<file path="src/nsm_pkg.sv">
// ---------------------------------------------------------------------------
// n-th substring match package
// Widths, codes and control structures shared by the block's files.
// ---------------------------------------------------------------------------
package nsm_pkg;

	// Default sizing of the block.
	localparam int DEF_MAX_PATTERN = 64;
	localparam int DEF_OFFSET_BITS = 16;

	// Fixed field widths.
	localparam int BYTE_W       = 8;
	localparam int TARGET_W     = 16;
	localparam int COUNT_W      = 16;
	localparam int OFFSET_OUT_W = 16;
	localparam int STATUS_W     = 2;

	// Command codes.
	localparam logic CMD_PATTERN = 1'b0;
	localparam logic CMD_TEXT    = 1'b1;

	// Result status codes.
	localparam logic [STATUS_W-1:0] ST_FOUND     = 2'd0;
	localparam logic [STATUS_W-1:0] ST_NOT_FOUND = 2'd1;
	localparam logic [STATUS_W-1:0] ST_TOO_LONG  = 2'd2;

	// Per-transaction controls broadcast along the cell row.
	typedef struct packed {
		logic shift;
		logic clear;
		logic load;
	} cell_ctrl_t;

	// Flags of an item held between the cell row and the tally stage.
	typedef struct packed {
		logic text;
		logic last;
		logic over;
		logic hit;
		logic empty;
		logic first;
	} nsm_flags_t;

endpackage

</file>
<file path="src/nsm_channels.sv">
// ---------------------------------------------------------------------------
// n-th substring match channels
// Valid/ready interfaces for the item, result and configuration channels.
// ---------------------------------------------------------------------------

// Input items: pattern or text bytes.
interface nsm_item_if;
	import nsm_pkg::*;
	logic              valid;
	logic              ready;
	logic              cmd;
	logic [BYTE_W-1:0] data_byte;
	logic              last;

	modport source (output valid, output cmd, output data_byte, output last, input ready);
	modport sink   (input valid, input cmd, input data_byte, input last, output ready);
endinterface

// Result items: one per text line.
interface nsm_result_if;
	import nsm_pkg::*;
	logic                    valid;
	logic                    ready;
	logic [STATUS_W-1:0]     status;
	logic [OFFSET_OUT_W-1:0] match_offset;

	modport source (output valid, output status, output match_offset, input ready);
	modport sink   (input valid, input status, input match_offset, output ready);
endinterface

// Configuration writes: the occurrence target register.
interface nsm_cfg_if;
	import nsm_pkg::*;
	logic                valid;
	logic                ready;
	logic [TARGET_W-1:0] wdata;

	modport source (output valid, output wdata, input ready);
	modport sink   (input valid, input wdata, output ready);
endinterface

</file>
<file path="src/nth_substring_match.sv">
// ---------------------------------------------------------------------------
// n-th substring match
// Reports the start offset of the n-th occurrence of a pattern in a text line.
// ---------------------------------------------------------------------------
// The block takes one item per clock cycle. Pattern bytes load a row of
// MAX_PATTERN cells, one per pattern position; each text byte is broadcast
// to every cell, and each cell passes its partial-match bit to its right-hand
// neighbour, so a whole window is compared in the single cycle in which its
// last byte arrives. A tally stage behind the row counts matches. Once the
// text byte marked last is accepted, the line result is registered in stage
// one and then in the output register. Input is held off only when a
// second line ends while the previous result has not yet been taken. There
// is no clearing pass after reset: the pattern store is written before use.
module nth_substring_match #(
	parameter int MAX_PATTERN = nsm_pkg::DEF_MAX_PATTERN,
	parameter int OFFSET_BITS = nsm_pkg::DEF_OFFSET_BITS
) (
	input  logic         clk,
	input  logic         arst_n,
	nsm_item_if.sink     item,
	nsm_result_if.source result,
	nsm_cfg_if.sink      cfg
);
	import nsm_pkg::*;

	localparam int LEN_W = $clog2(MAX_PATTERN + 1);
	localparam int CNT_W = OFFSET_BITS + 1;

	logic [LEN_W-1:0]       pat_len_q;
	logic                   restart_q;
	logic [CNT_W-1:0]       text_cnt_q;
	logic [TARGET_W-1:0]    target_q;
	logic                   accept;
	logic                   is_text;
	logic                   over;
	logic [LEN_W-1:0]       load_len;
	logic                   load_room;
	cell_ctrl_t             cell_ctrl;
	logic [MAX_PATTERN-1:0] sel;
	logic [MAX_PATTERN-1:0] m_q;
	logic [MAX_PATTERN-1:0] m_next;
	logic                   hit;
	logic                   valid_s1;
	nsm_flags_t             flags_s1;
	logic [CNT_W-1:0]       start_s1;
	logic                   consume;

	// Input handshake and decoding.
	assign item.ready = !valid_s1 || consume;
	assign accept     = item.valid && item.ready;
	assign is_text    = item.cmd == CMD_TEXT;
	assign over       = text_cnt_q[OFFSET_BITS];
	assign load_len   = restart_q ? '0 : pat_len_q;
	assign load_room  = load_len < LEN_W'(MAX_PATTERN);

	// Controls broadcast to every cell.
	assign cell_ctrl.shift = accept && is_text && !over;
	assign cell_ctrl.clear = accept && (!is_text || item.last);
	assign cell_ctrl.load  = accept && !is_text && load_room;

	// Configuration register; writes are always taken.
	assign cfg.ready = 1'b1;

	always_ff @(posedge clk or negedge arst_n) begin
		if (!arst_n) begin
			target_q <= TARGET_W'(1);
		end else if (cfg.valid && cfg.ready) begin
			target_q <= cfg.wdata;
		end
	end

	// The row of cells; the first cell always sees a matched empty prefix.
	for (genvar k = 0; k < MAX_PATTERN; k++) begin : g_cell
		logic prev_m;

		assign sel[k] = load_len == LEN_W'(k);

		if (k == 0) begin : g_head
			assign prev_m = 1'b1;
		end else begin : g_link
			assign prev_m = m_q[k-1];
		end

		nsm_cell u_cell (
			.clk       (clk),
			.arst_n    (arst_n),
			.ctrl      (cell_ctrl),
			.sel       (sel[k]),
			.data_byte (item.data_byte),
			.prev_m    (prev_m),
			.m_q       (m_q[k]),
			.m_next    (m_next[k])
		);
	end

	// A full match is the partial-match bit of the cell at the pattern's end.
	always_comb begin
		hit = 1'b0;
		for (int k = 0; k < MAX_PATTERN; k++) begin
			hit = hit | (m_next[k] && (pat_len_q == LEN_W'(k + 1)));
		end
	end

	// Pattern length and restart flag.
	always_ff @(posedge clk or negedge arst_n) begin
		if (!arst_n) begin
			pat_len_q <= '0;
			restart_q <= 1'b1;
		end else if (accept) begin
			if (!is_text) begin
				pat_len_q <= load_len + LEN_W'(load_room);
				restart_q <= item.last;
			end else begin
				restart_q <= 1'b1;
			end
		end
	end

	// Text byte counter, saturating one past the offset range.
	always_ff @(posedge clk or negedge arst_n) begin
		if (!arst_n) begin
			text_cnt_q <= '0;
		end else if (accept) begin
			if (!is_text || item.last) begin
				text_cnt_q <= '0;
			end else if (!over) begin
				text_cnt_q <= text_cnt_q + CNT_W'(1);
			end
		end
	end

	// Stage one valid flag.
	always_ff @(posedge clk or negedge arst_n) begin
		if (!arst_n) begin
			valid_s1 <= 1'b0;
		end else if (accept) begin
			valid_s1 <= 1'b1;
		end else if (consume) begin
			valid_s1 <= 1'b0;
		end
	end

	// Stage one payload: match flags and candidate start offset.
	always_ff @(posedge clk) begin
		if (accept) begin
			flags_s1.text  <= is_text;
			flags_s1.last  <= item.last;
			flags_s1.over  <= over;
			flags_s1.hit   <= hit;
			flags_s1.empty <= pat_len_q == '0;
			flags_s1.first <= text_cnt_q == '0;
			if (pat_len_q == '0) begin
				start_s1 <= text_cnt_q + CNT_W'(1);
			end else begin
				start_s1 <= text_cnt_q + CNT_W'(1) - CNT_W'(pat_len_q);
			end
		end
	end

	// Match tally and result register.
	nsm_tally #(
		.OFFSET_BITS (OFFSET_BITS)
	) u_tally (
		.clk          (clk),
		.arst_n       (arst_n),
		.s1_valid     (valid_s1),
		.flags        (flags_s1),
		.start        (start_s1),
		.target       (target_q),
		.out_ready    (result.ready),
		.consume      (consume),
		.out_valid    (result.valid),
		.status       (result.status),
		.match_offset (result.match_offset)
	);

endmodule

</file>
<file path="src/nsm_cell.sv">
// ---------------------------------------------------------------------------
// n-th substring match cell
// Holds one pattern byte and the partial-match bit for that pattern position.
// ---------------------------------------------------------------------------
module nsm_cell (
	input  logic                      clk,
	input  logic                      arst_n,
	input  nsm_pkg::cell_ctrl_t       ctrl,
	input  logic                      sel,
	input  logic [nsm_pkg::BYTE_W-1:0] data_byte,
	input  logic                      prev_m,
	output logic                      m_q,
	output logic                      m_next
);
	import nsm_pkg::*;

	logic [BYTE_W-1:0] pat_q;

	// The prefix ending here matches if the left neighbour matched one byte ago
	// and this byte equals the stored pattern byte.
	assign m_next = prev_m && (data_byte == pat_q);

	// Pattern byte storage, written while a pattern is loaded.
	always_ff @(posedge clk) begin
		if (ctrl.load && sel) begin
			pat_q <= data_byte;
		end
	end

	// Partial-match bit: cleared on a pattern byte or line end, else advanced on a text byte.
	always_ff @(posedge clk or negedge arst_n) begin
		if (!arst_n) begin
			m_q <= 1'b0;
		end else if (ctrl.clear) begin
			m_q <= 1'b0;
		end else if (ctrl.shift) begin
			m_q <= m_next;
		end
	end

endmodule

</file>
<file path="src/nsm_tally.sv">
// ---------------------------------------------------------------------------
// n-th substring match tally
// Counts matches, records the n-th start offset and issues the line result.
// ---------------------------------------------------------------------------
module nsm_tally #(
	parameter int OFFSET_BITS = nsm_pkg::DEF_OFFSET_BITS
) (
	input  logic                            clk,
	input  logic                            arst_n,
	input  logic                            s1_valid,
	input  nsm_pkg::nsm_flags_t             flags,
	input  logic [OFFSET_BITS:0]            start,
	input  logic [nsm_pkg::TARGET_W-1:0]    target,
	input  logic                            out_ready,
	output logic                            consume,
	output logic                            out_valid,
	output logic [nsm_pkg::STATUS_W-1:0]    status,
	output logic [nsm_pkg::OFFSET_OUT_W-1:0] match_offset
);
	import nsm_pkg::*;

	logic [COUNT_W-1:0]     cnt_q;
	logic                   found_q;
	logic [OFFSET_BITS-1:0] off_q;
	logic                   lost_q;
	logic [COUNT_W-1:0]     nxt_cnt;
	logic                   nxt_found;
	logic [OFFSET_BITS-1:0] nxt_off;
	logic                   nxt_lost;
	logic                   counting;
	logic                   ends_line;
	logic                   out_free;
	logic                   out_valid_q;
	logic [STATUS_W-1:0]    status_q;
	logic [OFFSET_OUT_W-1:0] offset_q;

	// Handshake: an item ending a line needs the output register free.
	assign counting  = target != '0;
	assign ends_line = flags.text && flags.last;
	assign out_free  = !out_valid_q || out_ready;
	assign consume   = s1_valid && (!ends_line || out_free);

	// Apply this item's candidate matches in order: the empty-pattern match at
	// offset zero first, then a row or empty-pattern match at the start offset.
	always_comb begin
		nxt_cnt   = cnt_q;
		nxt_found = found_q;
		nxt_off   = off_q;
		nxt_lost  = lost_q;
		if (flags.over) begin
			nxt_lost = 1'b1;
		end else begin
			if (flags.empty && flags.first && !nxt_found && counting) begin
				nxt_cnt = nxt_cnt + COUNT_W'(1);
				if (nxt_cnt == target) begin
					nxt_found = 1'b1;
					nxt_off   = '0;
				end
			end
			if (flags.empty || flags.hit) begin
				if (start[OFFSET_BITS]) begin
					nxt_lost = 1'b1;
				end else if (!nxt_found && counting) begin
					nxt_cnt = nxt_cnt + COUNT_W'(1);
					if (nxt_cnt == target) begin
						nxt_found = 1'b1;
						nxt_off   = start[OFFSET_BITS-1:0];
					end
				end
			end
		end
	end

	// Line state: cleared by a pattern byte and after each line result.
	always_ff @(posedge clk or negedge arst_n) begin
		if (!arst_n) begin
			cnt_q   <= '0;
			found_q <= 1'b0;
			off_q   <= '0;
			lost_q  <= 1'b0;
		end else if (consume) begin
			if (!flags.text || flags.last) begin
				cnt_q   <= '0;
				found_q <= 1'b0;
				off_q   <= '0;
				lost_q  <= 1'b0;
			end else begin
				cnt_q   <= nxt_cnt;
				found_q <= nxt_found;
				off_q   <= nxt_off;
				lost_q  <= nxt_lost;
			end
		end
	end

	// Output register valid flag.
	always_ff @(posedge clk or negedge arst_n) begin
		if (!arst_n) begin
			out_valid_q <= 1'b0;
		end else if (consume && ends_line) begin
			out_valid_q <= 1'b1;
		end else if (out_ready) begin
			out_valid_q <= 1'b0;
		end
	end

	// Output register payload.
	always_ff @(posedge clk) begin
		if (consume && ends_line) begin
			if (nxt_found) begin
				status_q <= ST_FOUND;
				offset_q <= OFFSET_OUT_W'(nxt_off);
			end else begin
				status_q <= nxt_lost ? ST_TOO_LONG : ST_NOT_FOUND;
				offset_q <= '0;
			end
		end
	end

	assign out_valid    = out_valid_q;
	assign status       = status_q;
	assign match_offset = offset_q;

endmodule

</file>
<file path="src/flat_wrapper.sv">
// flat-port wrapper written by rule: the top's interface ports become plain ports
module nth_substring_match_flat import nsm_pkg::*;
#(
	parameter int MAX_PATTERN = nsm_pkg::DEF_MAX_PATTERN,
	parameter int OFFSET_BITS = nsm_pkg::DEF_OFFSET_BITS
)
  (clk, arst_n, item_valid, item_cmd, item_data_byte, item_last, item_ready, result_valid, result_status, result_match_offset, result_ready, cfg_valid, cfg_wdata, cfg_ready);
  nsm_item_if item_i ();
  nsm_result_if result_i ();
  nsm_cfg_if cfg_i ();
  input  logic clk;
  input  logic arst_n;
  input wire logic [$bits(item_i.valid)-1:0] item_valid;
  input wire logic [$bits(item_i.cmd)-1:0] item_cmd;
  input wire logic [$bits(item_i.data_byte)-1:0] item_data_byte;
  input wire logic [$bits(item_i.last)-1:0] item_last;
  output wire logic [$bits(item_i.ready)-1:0] item_ready;
  output wire logic [$bits(result_i.valid)-1:0] result_valid;
  output wire logic [$bits(result_i.status)-1:0] result_status;
  output wire logic [$bits(result_i.match_offset)-1:0] result_match_offset;
  input wire logic [$bits(result_i.ready)-1:0] result_ready;
  input wire logic [$bits(cfg_i.valid)-1:0] cfg_valid;
  input wire logic [$bits(cfg_i.wdata)-1:0] cfg_wdata;
  output wire logic [$bits(cfg_i.ready)-1:0] cfg_ready;
  assign item_i.valid = item_valid;
  assign item_i.cmd = item_cmd;
  assign item_i.data_byte = item_data_byte;
  assign item_i.last = item_last;
  assign item_ready = item_i.ready;
  assign result_valid = result_i.valid;
  assign result_status = result_i.status;
  assign result_match_offset = result_i.match_offset;
  assign result_i.ready = result_ready;
  assign cfg_i.valid = cfg_valid;
  assign cfg_i.wdata = cfg_wdata;
  assign cfg_ready = cfg_i.ready;
  nth_substring_match #(.MAX_PATTERN(MAX_PATTERN), .OFFSET_BITS(OFFSET_BITS)) u_core (.clk(clk), .arst_n(arst_n), .item(item_i), .result(result_i), .cfg(cfg_i));
endmodule
</file>
<file path="config.mk">
export PLATFORM = sky130hd
export DESIGN_NAME = nth_substring_match_flat
export DESIGN_NICKNAME = d
export VERILOG_FILES = /design/src/nsm_pkg.sv /design/src/nsm_channels.sv /design/src/nth_substring_match.sv /design/src/nsm_cell.sv /design/src/nsm_tally.sv /design/src/flat_wrapper.sv
export SDC_FILE = /design/constraint.sdc
export NUM_CORES = 1
export LEC_CHECK = 0
export ABC_AREA = 1
export BUFFER_PORTS_ARGS = -buffer_cell sky130_fd_sc_hd__buf_2
export CELL_PAD_IN_SITES_DETAIL_PLACEMENT = 1
export CELL_PAD_IN_SITES_GLOBAL_PLACEMENT = 2
export CORE_UTILIZATION = 44
export CTS_CLUSTER_DIAMETER = 150
export CTS_CLUSTER_SIZE = 25
export DETAILED_ROUTE_END_ITERATION = 16
export PLACE_DENSITY_LB_ADDON = 0.2
export SLEW_MARGIN = 40
export SYNTH_ARGS = -nofsm -noshare
export SYNTH_HDL_FRONTEND = slang
export SYNTH_SLANG_ARGS = --single-unit
</file>
<file path="constraint.sdc">
create_clock -name clk -period 6.4 [get_ports clk]
set_input_delay 1.28 -clock clk [delete_from_list [all_inputs] [get_ports clk]]
set_output_delay 1.28 -clock clk [all_outputs]
set_load 0.02 [all_outputs]
</file>
# [Word level (Yosys, flattened, before mapping)]
# Index checks and enable logic that the tools add are counted.
[totals] output_inout_bits=21 memories=0 romBits=0 inputBits=31 elab_cells=804 regBits=693 latchBits=0 ramBits=0
[classes] add_sub_neg=5 n_lt_le_gt_ge=1 div=0 n_reduce_logical=228 multipliers=0 shift=0 n_eq_ne=195 mux=164 n_bitwise=64
[ops] op="8-bit equality test" count=64
[ops] op="7-bit by 6-bit equality test with 1-bit output, second input constant" count=64
[ops] op="16-bit two-way mux" count=15
[ops] op="7-bit by 5-bit equality test with 1-bit output, second input constant" count=32
[ops] op="1-bit logical AND" count=204
[ops] op="1-bit two-way mux" count=144
[ops] op="7-bit by 4-bit equality test with 1-bit output, second input constant" count=16
[ops] op="1-bit OR" count=63
[ops] op="7-bit by 3-bit equality test with 1-bit output, second input constant" count=8
[ops] op="17-bit two-way mux" count=3
[ops] op="16-bit by 1-bit adder with 16-bit output, second input constant" count=2
[ops] op="16-bit equality test" count=2
[ops] op="7-bit by 2-bit equality test with 1-bit output, second input constant" count=4
[ops] op="17-bit by 1-bit adder with 17-bit output, second input constant" count=1
[ops] op="17-bit zero test" count=1
[ops] op="17-bit by 7-bit subtractor with 17-bit output" count=1
[ops] op="16-bit nonzero test" count=1
[ops] op="7-bit by 1-bit equality test with 1-bit output, second input constant" count=2
[ops] op="7-bit zero test" count=2
[ops] op="1-bit zero test" count=8
[ops] op="7-bit by 1-bit adder with 7-bit output" count=1
[ops] op="7-bit equality test, second input constant" count=1
[ops] op="7-bit < comparator, second input constant" count=1
[ops] op="7-bit two-way mux" count=1
[ops] op="6 further kinds" count=16

# [Longest topological paths before layout]
[logic_depth] depth_word=66 ltp_mapped=28 mapped_depth_nobuf=26

# [By module]
# From an unflattened synthesis, not the netlist that was laid out.
[hier_totals] hier_cells=4625 area_unflattened_um2=39350.2
[by_module_without_submodules] module="nsm_cell" area_per_inst_um2=467.9 seq_area_each_um2=265.3 instances=64 cells_each=51
[by_module_without_submodules] module="nsm_tally" area_per_inst_um2=4770.8 seq_area_each_um2=1416.4 instances=1 cells_each=734
[by_module_without_submodules] module="nth_substring_match" area_per_inst_um2=4630.7 seq_area_each_um2=1744.2 instances=1 cells_each=627

# [Least setup slack after synthesis]
# Ideal clock, no wire load.
[synth_timing] kind="input port to flip-flop" start="input port result_ready" end="register u_core.g_cell[7].u_cell.pat_q[0] (enable)" cell_stages=8 setup_slack_ns=2.889 t_arrival_ns=3.116 n_path_buf=0 setup_time_ns=0.395 t_required_ns=6.005 cell_sequence="nor3_1 -> nand2_1 -> nand2_1 -> nor2_1 -> inv_1 -> nor2_1 -> o21ai_0 -> nor4_1"
[synth_via] elab_chain_len=8
[synth_rtl] item="start: declaration" line_no="flat_wrapper.sv:21" text="input wire logic [$bits(result_i.ready)-1:0] result_ready;"
[synth_rtl] item="1-bit logical OR" line_no="nsm_tally.sv:40" text="assign out_free = !out_valid_q || out_ready;"
[synth_rtl] item="1-bit logical OR" line_no="nsm_tally.sv:41" text="assign consume = s1_valid && (!ends_line || out_free);"
[synth_rtl] item="1-bit logical AND" line_no="nsm_tally.sv:41"
[synth_rtl] item="1-bit logical OR" line_no="nth_substring_match.sv:49" text="assign item.ready = !valid_s1 || consume;"
[synth_rtl] item="via item_ready" line_no="flat_wrapper.sv:17" text="output wire logic [$bits(item_i.ready)-1:0] item_ready;"
[synth_rtl] item="1-bit logical AND" line_no="nth_substring_match.sv:50" text="assign accept = item.valid && item.ready;"
[synth_rtl] item="1-bit logical AND (2 in a row)" line_no="nth_substring_match.sv:59" text="assign cell_ctrl.load = accept && !is_text && load_room;"
[synth_rtl] item="1-bit logical AND" line_no="nsm_cell.sv:25" text="if (ctrl.load && sel) begin"
[synth_rtl] item="end signal: assignment" line_no="nsm_cell.sv:26" text="pat_q <= data_byte;"
[synth_rtl] item="end: declaration" line_no="nsm_cell.sv:17" text="logic [BYTE_W-1:0] pat_q;"
# The timed path passes the listed nets, and every way through them passes these cells.
# A chain may end at the register's enable or synchronous reset.

# [Final worst setup path]
[layout_timing] start="register u_core.target_q[15]" end="register u_core.u_tally.status_q[0], in the netlist u_core.u_tally.status[0], data pin"
[layout_via] elab_chain_len=11 word_cells_on_any_way=17 cone_classes="add/sub (1); eq/ne (2); mux (10); reduce/logical (4)"
[layout_rtl] item="start: declaration" line_no="nth_substring_match.sv:32" text="logic [TARGET_W-1:0] target_q;"
[layout_rtl] item="start signal: assignment" line_no="nth_substring_match.sv:68" text="target_q <= cfg.wdata;"
[layout_rtl] item="16-bit nonzero test" line_no="nsm_tally.sv:38" text="assign counting = target != '0;"
[layout_rtl] item="1-bit logical AND" line_no="nsm_tally.sv:53" text="if (flags.empty && flags.first && !nxt_found && counting) begin"
[layout_rtl] item="16-bit two-way mux" line_no="nsm_tally.sv:53"
[layout_rtl] item="16-bit two-way mux" line_no="nsm_tally.sv:50" text="if (flags.over) begin"
[layout_rtl] item="16-bit by 1-bit adder with 16-bit output" line_no="nsm_tally.sv:64" text="nxt_cnt = nxt_cnt + COUNT_W'(1);"
[layout_rtl] item="16-bit equality test" line_no="nsm_tally.sv:65" text="if (nxt_cnt == target) begin"
[layout_rtl] item="1-bit two-way mux" line_no="nsm_tally.sv:65"
[layout_rtl] item="1-bit two-way mux" line_no="nsm_tally.sv:63" text="end else if (!nxt_found && counting) begin"
[layout_rtl] item="1-bit two-way mux" line_no="nsm_tally.sv:61" text="if (start[OFFSET_BITS]) begin"
[layout_rtl] item="1-bit two-way mux (*)" line_no="nsm_tally.sv:60" text="if (flags.empty || flags.hit) begin"
[layout_rtl] item="1-bit two-way mux (*)" line_no="nsm_tally.sv:50"
[layout_rtl] item="end signal: assignment" line_no="nsm_tally.sv:114" text="status_q <= nxt_lost ? ST_TOO_LONG : ST_NOT_FOUND;"
[layout_rtl] item="end: declaration" line_no="nsm_tally.sv:34" text="logic [STATUS_W-1:0] status_q;"
# Mark *: on every way between the ends. The rest lies on a longest branch, timed or not. The select of a mux whose other input is x is not followed.

==> results.toml <==
[die]
dieWidth_um = 273.3
die_y_um = 273.3
rows = 99
fp.dieArea_um2 = 74720
coreArea_um2 = 72960
io_pins = 52
start_util_pct = 44.40

[sta]
period_minus_slack_ns = 4.260
period_share_pct = 66.56
finalSetupViolCount = 0
drv_slew = 0
worst_pin_slew_ns = 0.8430
clock_skew_ns = 0.02664
clock.fmax_mhz = 234.7
setup_tns_ns = 0
finalHoldViolCount = 0
rsz0062_at_grt = "false"
slew_headroom_pct = 43.80

[layout]
drive_above_1_share_pct = 7.527
multi_input_area_um2 = 10680
layout_common_cells = "nand2_1 (589), edfxtp_1 (553), inv_1 (279), nor2_1 (240), o21ai_0 (199)"
fillers = 7889
seq_area_um2 = 20110
final_nets = 3090
num_antenna_cells = 0
final_common_cell = "nand2_1"
area_growth_pct = 7.072

[placement]
routabilityCongestion = 0.8443
port_buffers = 50
dpl.hpwl_um = 62130

[clock_network]
numCtsBuffers = 31
cts.path.max_buffers = 3
hold_buffers = 0
path_clk_slew_ns = 0.12
cts_setup_buffers = 0
post_cts_resized = 0
insertion_delay_ns = 0.67
htreeDepth = 1
root_buffer = "clkbuf_16"
cts_num_sinks = 693
cts_tree = "built"

[yosys]
synth_fp_nets = 3100
ys_types = 56
avgSynthCellArea_um2 = 10.61
synth_edf_count = 553
ys_ff_latch = 693
yosys.area_share.xor_xnor_pct = 5.816
synth_compound_area_share_pct = 10.28
synth_mux_area_share_pct = 0.1390
synth_top_family_by_area = "simple AND/OR/NAND/NOR gates"
yosys_warnings = 0
yosys.area_share.simple_pct = 15.95
synth_seq_area_share_pct = 62.08
netlist_instances = 3054
ys_async_sr_fraction_pct = 20.20
synth_top_flop_cell = "edfxtp_1"
synthAdderAreaFrac_pct = 0.6025
netlist_area_um2 = 32400

[worst_setup_path]
worst-setup-path-type = "reg -> reg"
reg2reg_depth = 24
startpoint_type = "flip-flop"
r2r-end = "u_core.u_tally.status[0]"
cp.required_ns = 6.82
reg2reg_slack_ns = 2.14
setup.worst_path.end_class = "flip-flop"
critPathMaxFanout = 31
cp.arrival_ns = 4.68
worstReg2RegStart = "u_core.target_q[15]"

[power_and_ir_drop]
p_clk_share_pct = 28.9
combPwrFrac_pct = 10.2
powerDensity_nw_per_um2 = 235.3
peakVddDrop_mv = 0.3021
p_switching_w = 0.002085
p_leak_nw = 12.36
power_w = 0.008160
seqPwrFrac_pct = 60.9
p_sw_share_pct = 25.55
internal_power_w = 0.006075

[detailed_routing]
drtAntennaViolNets = 0
firstDrtPassIters = 5
drt_iter0_drc = 1809
vias = 23180
avgViaCountPerCell = 5.754
wl_um = 96570
wire_per_inst_um = 23.98
drc = 0

[status]
status = "complete, no violations"

[grt]
grt_pass1_vias = 24140
grt_max_degree = 109
grt_pass1_wl_um = 146000
antenna_found_initial = 0
globalRouteTotalUtil_pct = 25.71
gr-total-overflow = 0

[hold_path]
min_path_type = "reg -> reg"
hp-start = "u_core.u_tally.off_q[8]"
holdPathStages = 2
holdPathEnd = "u_core.u_tally.off_q[8]"

[job]
drv_cap = 0
[layer usage]
metal / share of wire (%) / global-route usage (%) / vias up
met2: 50 / 45.19 / 513
met1: 44 / 34.06 / 11900
li1: - / - / 10650
met3: 4.1 / 2.368 / 115
met5: 0 / 0 / -
met4: 2.6 / 6.675 / 0
[worst max path at each step]
stage	startpoint	endpoint	slack (ns)	cells after the start
global placement	item_data_byte[2]	u_core.flags_s1[2]	1.79	12
CTS	u_core.target_q[15]	u_core.u_tally.status[0]	2.10	24
detailed placement	item_data_byte[2]	u_core.flags_s1[2]	1.73	12
floorplan	result_ready	u_core.g_cell[7].u_cell.pat_q[0]	2.89	8
global route	u_core.target_q[15]	u_core.u_tally.status[0]	1.72	24
finish	u_core.target_q[15]	u_core.u_tally.status[0]	2.14	24
[power groups by stage]
stage          clock, W  combinational [W]  sequential (W)
3_5_place_dp          0           0.000833         0.00507
6_report        0.00236           0.000833         0.00497
4_1_cts         0.00241           0.000837         0.00497
2_1_floorplan         0           0.000494         0.00506
5_1_grt         0.00252           0.000915         0.00498
3_3_place_gp          0           0.000812         0.00507
[worst max-delay path, stage by stage, from the launching register on]
cell and delay [ns]:
dfrtp_1 0.43, nor2_1 0.13, nand2_1 0.11, nor2_2 0.13, nand2_2 0.22, nand2_4 0.40
nand2_2 0.10, nand2_2 0.13, ha_1 0.27, inv_1 0.10, nor2_1 0.05, nor4_1 0.25
nand2_1 0.09, nor2_1 0.09, nand2_1 0.06, nor2_1 0.08, nand2_1 0.05, nor2_1 0.09
nand2_1 0.05, nor2_1 0.12, nand2_2 0.10, nor2_8 0.24, nand3_4 0.31, nand3_4 0.30
nor2_1 0.07
[through the flow]
stage	worst slack, ns	util, %	hold slack, ns	area (um^2)	std cells
6_report	2.140	47.54	0.5064	34690	4028
4_1_cts	2.102	47.52	0.4991	34670	4028
5_1_grt	1.719	47.54	0.5268	34690	4028
2_1_floorplan	2.889	-	0.4497	32400	3054
3_5_place_dp	1.729	46.29	0.4713	33780	3970
3_3_place_gp	1.787	46.26	0.4623	33750	3970
[registers in the layout, indices dropped and copies added (netlist names)]
signal,count
u_core.u_tally.match_offset,16
u_core.flags_s1,6
u_core.u_tally.status,2
u_core.target_q,16
u_core.u_tally.off_q,16
u_core.g_cell.u_cell.m_q,63
u_core.pat_len_q,7
u_core.restart_q,1
u_core.u_tally.out_valid,1
u_core.start_s1,17
u_core.u_tally.found_q,1
u_core.u_tally.lost_q,1
u_core.g_cell.u_cell.pat_q,512
u_core.u_tally.cnt_q,16
u_core.text_cnt_q,17
u_core.valid_s1,1
[kinds of logic after synthesis]
logic type,after synthesis
buffers and inverters,429
and+or+nand+nor,1157
muxes,4
xor gates and xnor gates,212
adders and majority gates,15
AOI/OAI and AO/OA,543
DFF,693
other,1
[Yosys cell counts (5+ instances only)]
cell | n | area (um^2)
a2111oi_0 | 11 | 96.34
a211oi_1 | 25 | 187.7
a21oi_1 | 67 | 335.3
a221oi_1 | 9 | 78.83
buf_1 | 19 | 71.32
buf_2 | 8 | 40.04
clkbuf_1 | 101 | 379.1
clkinv_1 | 5 | 18.77
dfrtp_1 | 138 | 3453
edfxtp_1 | 553 | 16610
ha_1 | 14 | 175.2
inv_1 | 283 | 1062
inv_2 | 7 | 26.28
nand2_1 | 589 | 2211
nand2_2 | 13 | 81.33
nand3_1 | 100 | 500.5
nand3_2 | 14 | 140.1
nand4_1 | 77 | 481.7
nor2_1 | 240 | 900.9
nor2_2 | 9 | 56.30
nor3_1 | 19 | 95.09
nor4_1 | 48 | 300.3
o2111ai_1 | 27 | 236.5
o211ai_1 | 29 | 217.7
o21ai_0 | 199 | 996.0
o21ai_2 | 5 | 43.79
o21bai_1 | 10 | 75.07
o221ai_1 | 6 | 52.55
o22ai_1 | 136 | 850.8
o31ai_1 | 5 | 37.54
or2_2 | 28 | 175.2
xnor2_1 | 113 | 989.7
xor2_1 | 97 | 849.6
[area by class of cell]
| class | count | share of cell area [%] |
|---|---|---|
| clock buffers | 55 | 2.496 |
| clock inverters | 3 | 0.09018 |
| inverters | 295 | 3.236 |
| multi-input cells | 1932 | 30.80 |
| flip-flops and latches | 693 | 57.98 |
| well taps | 959 | 3.459 |
| repair buffers | 91 | 1.941 |
Power figures use the tool's default switching activity.
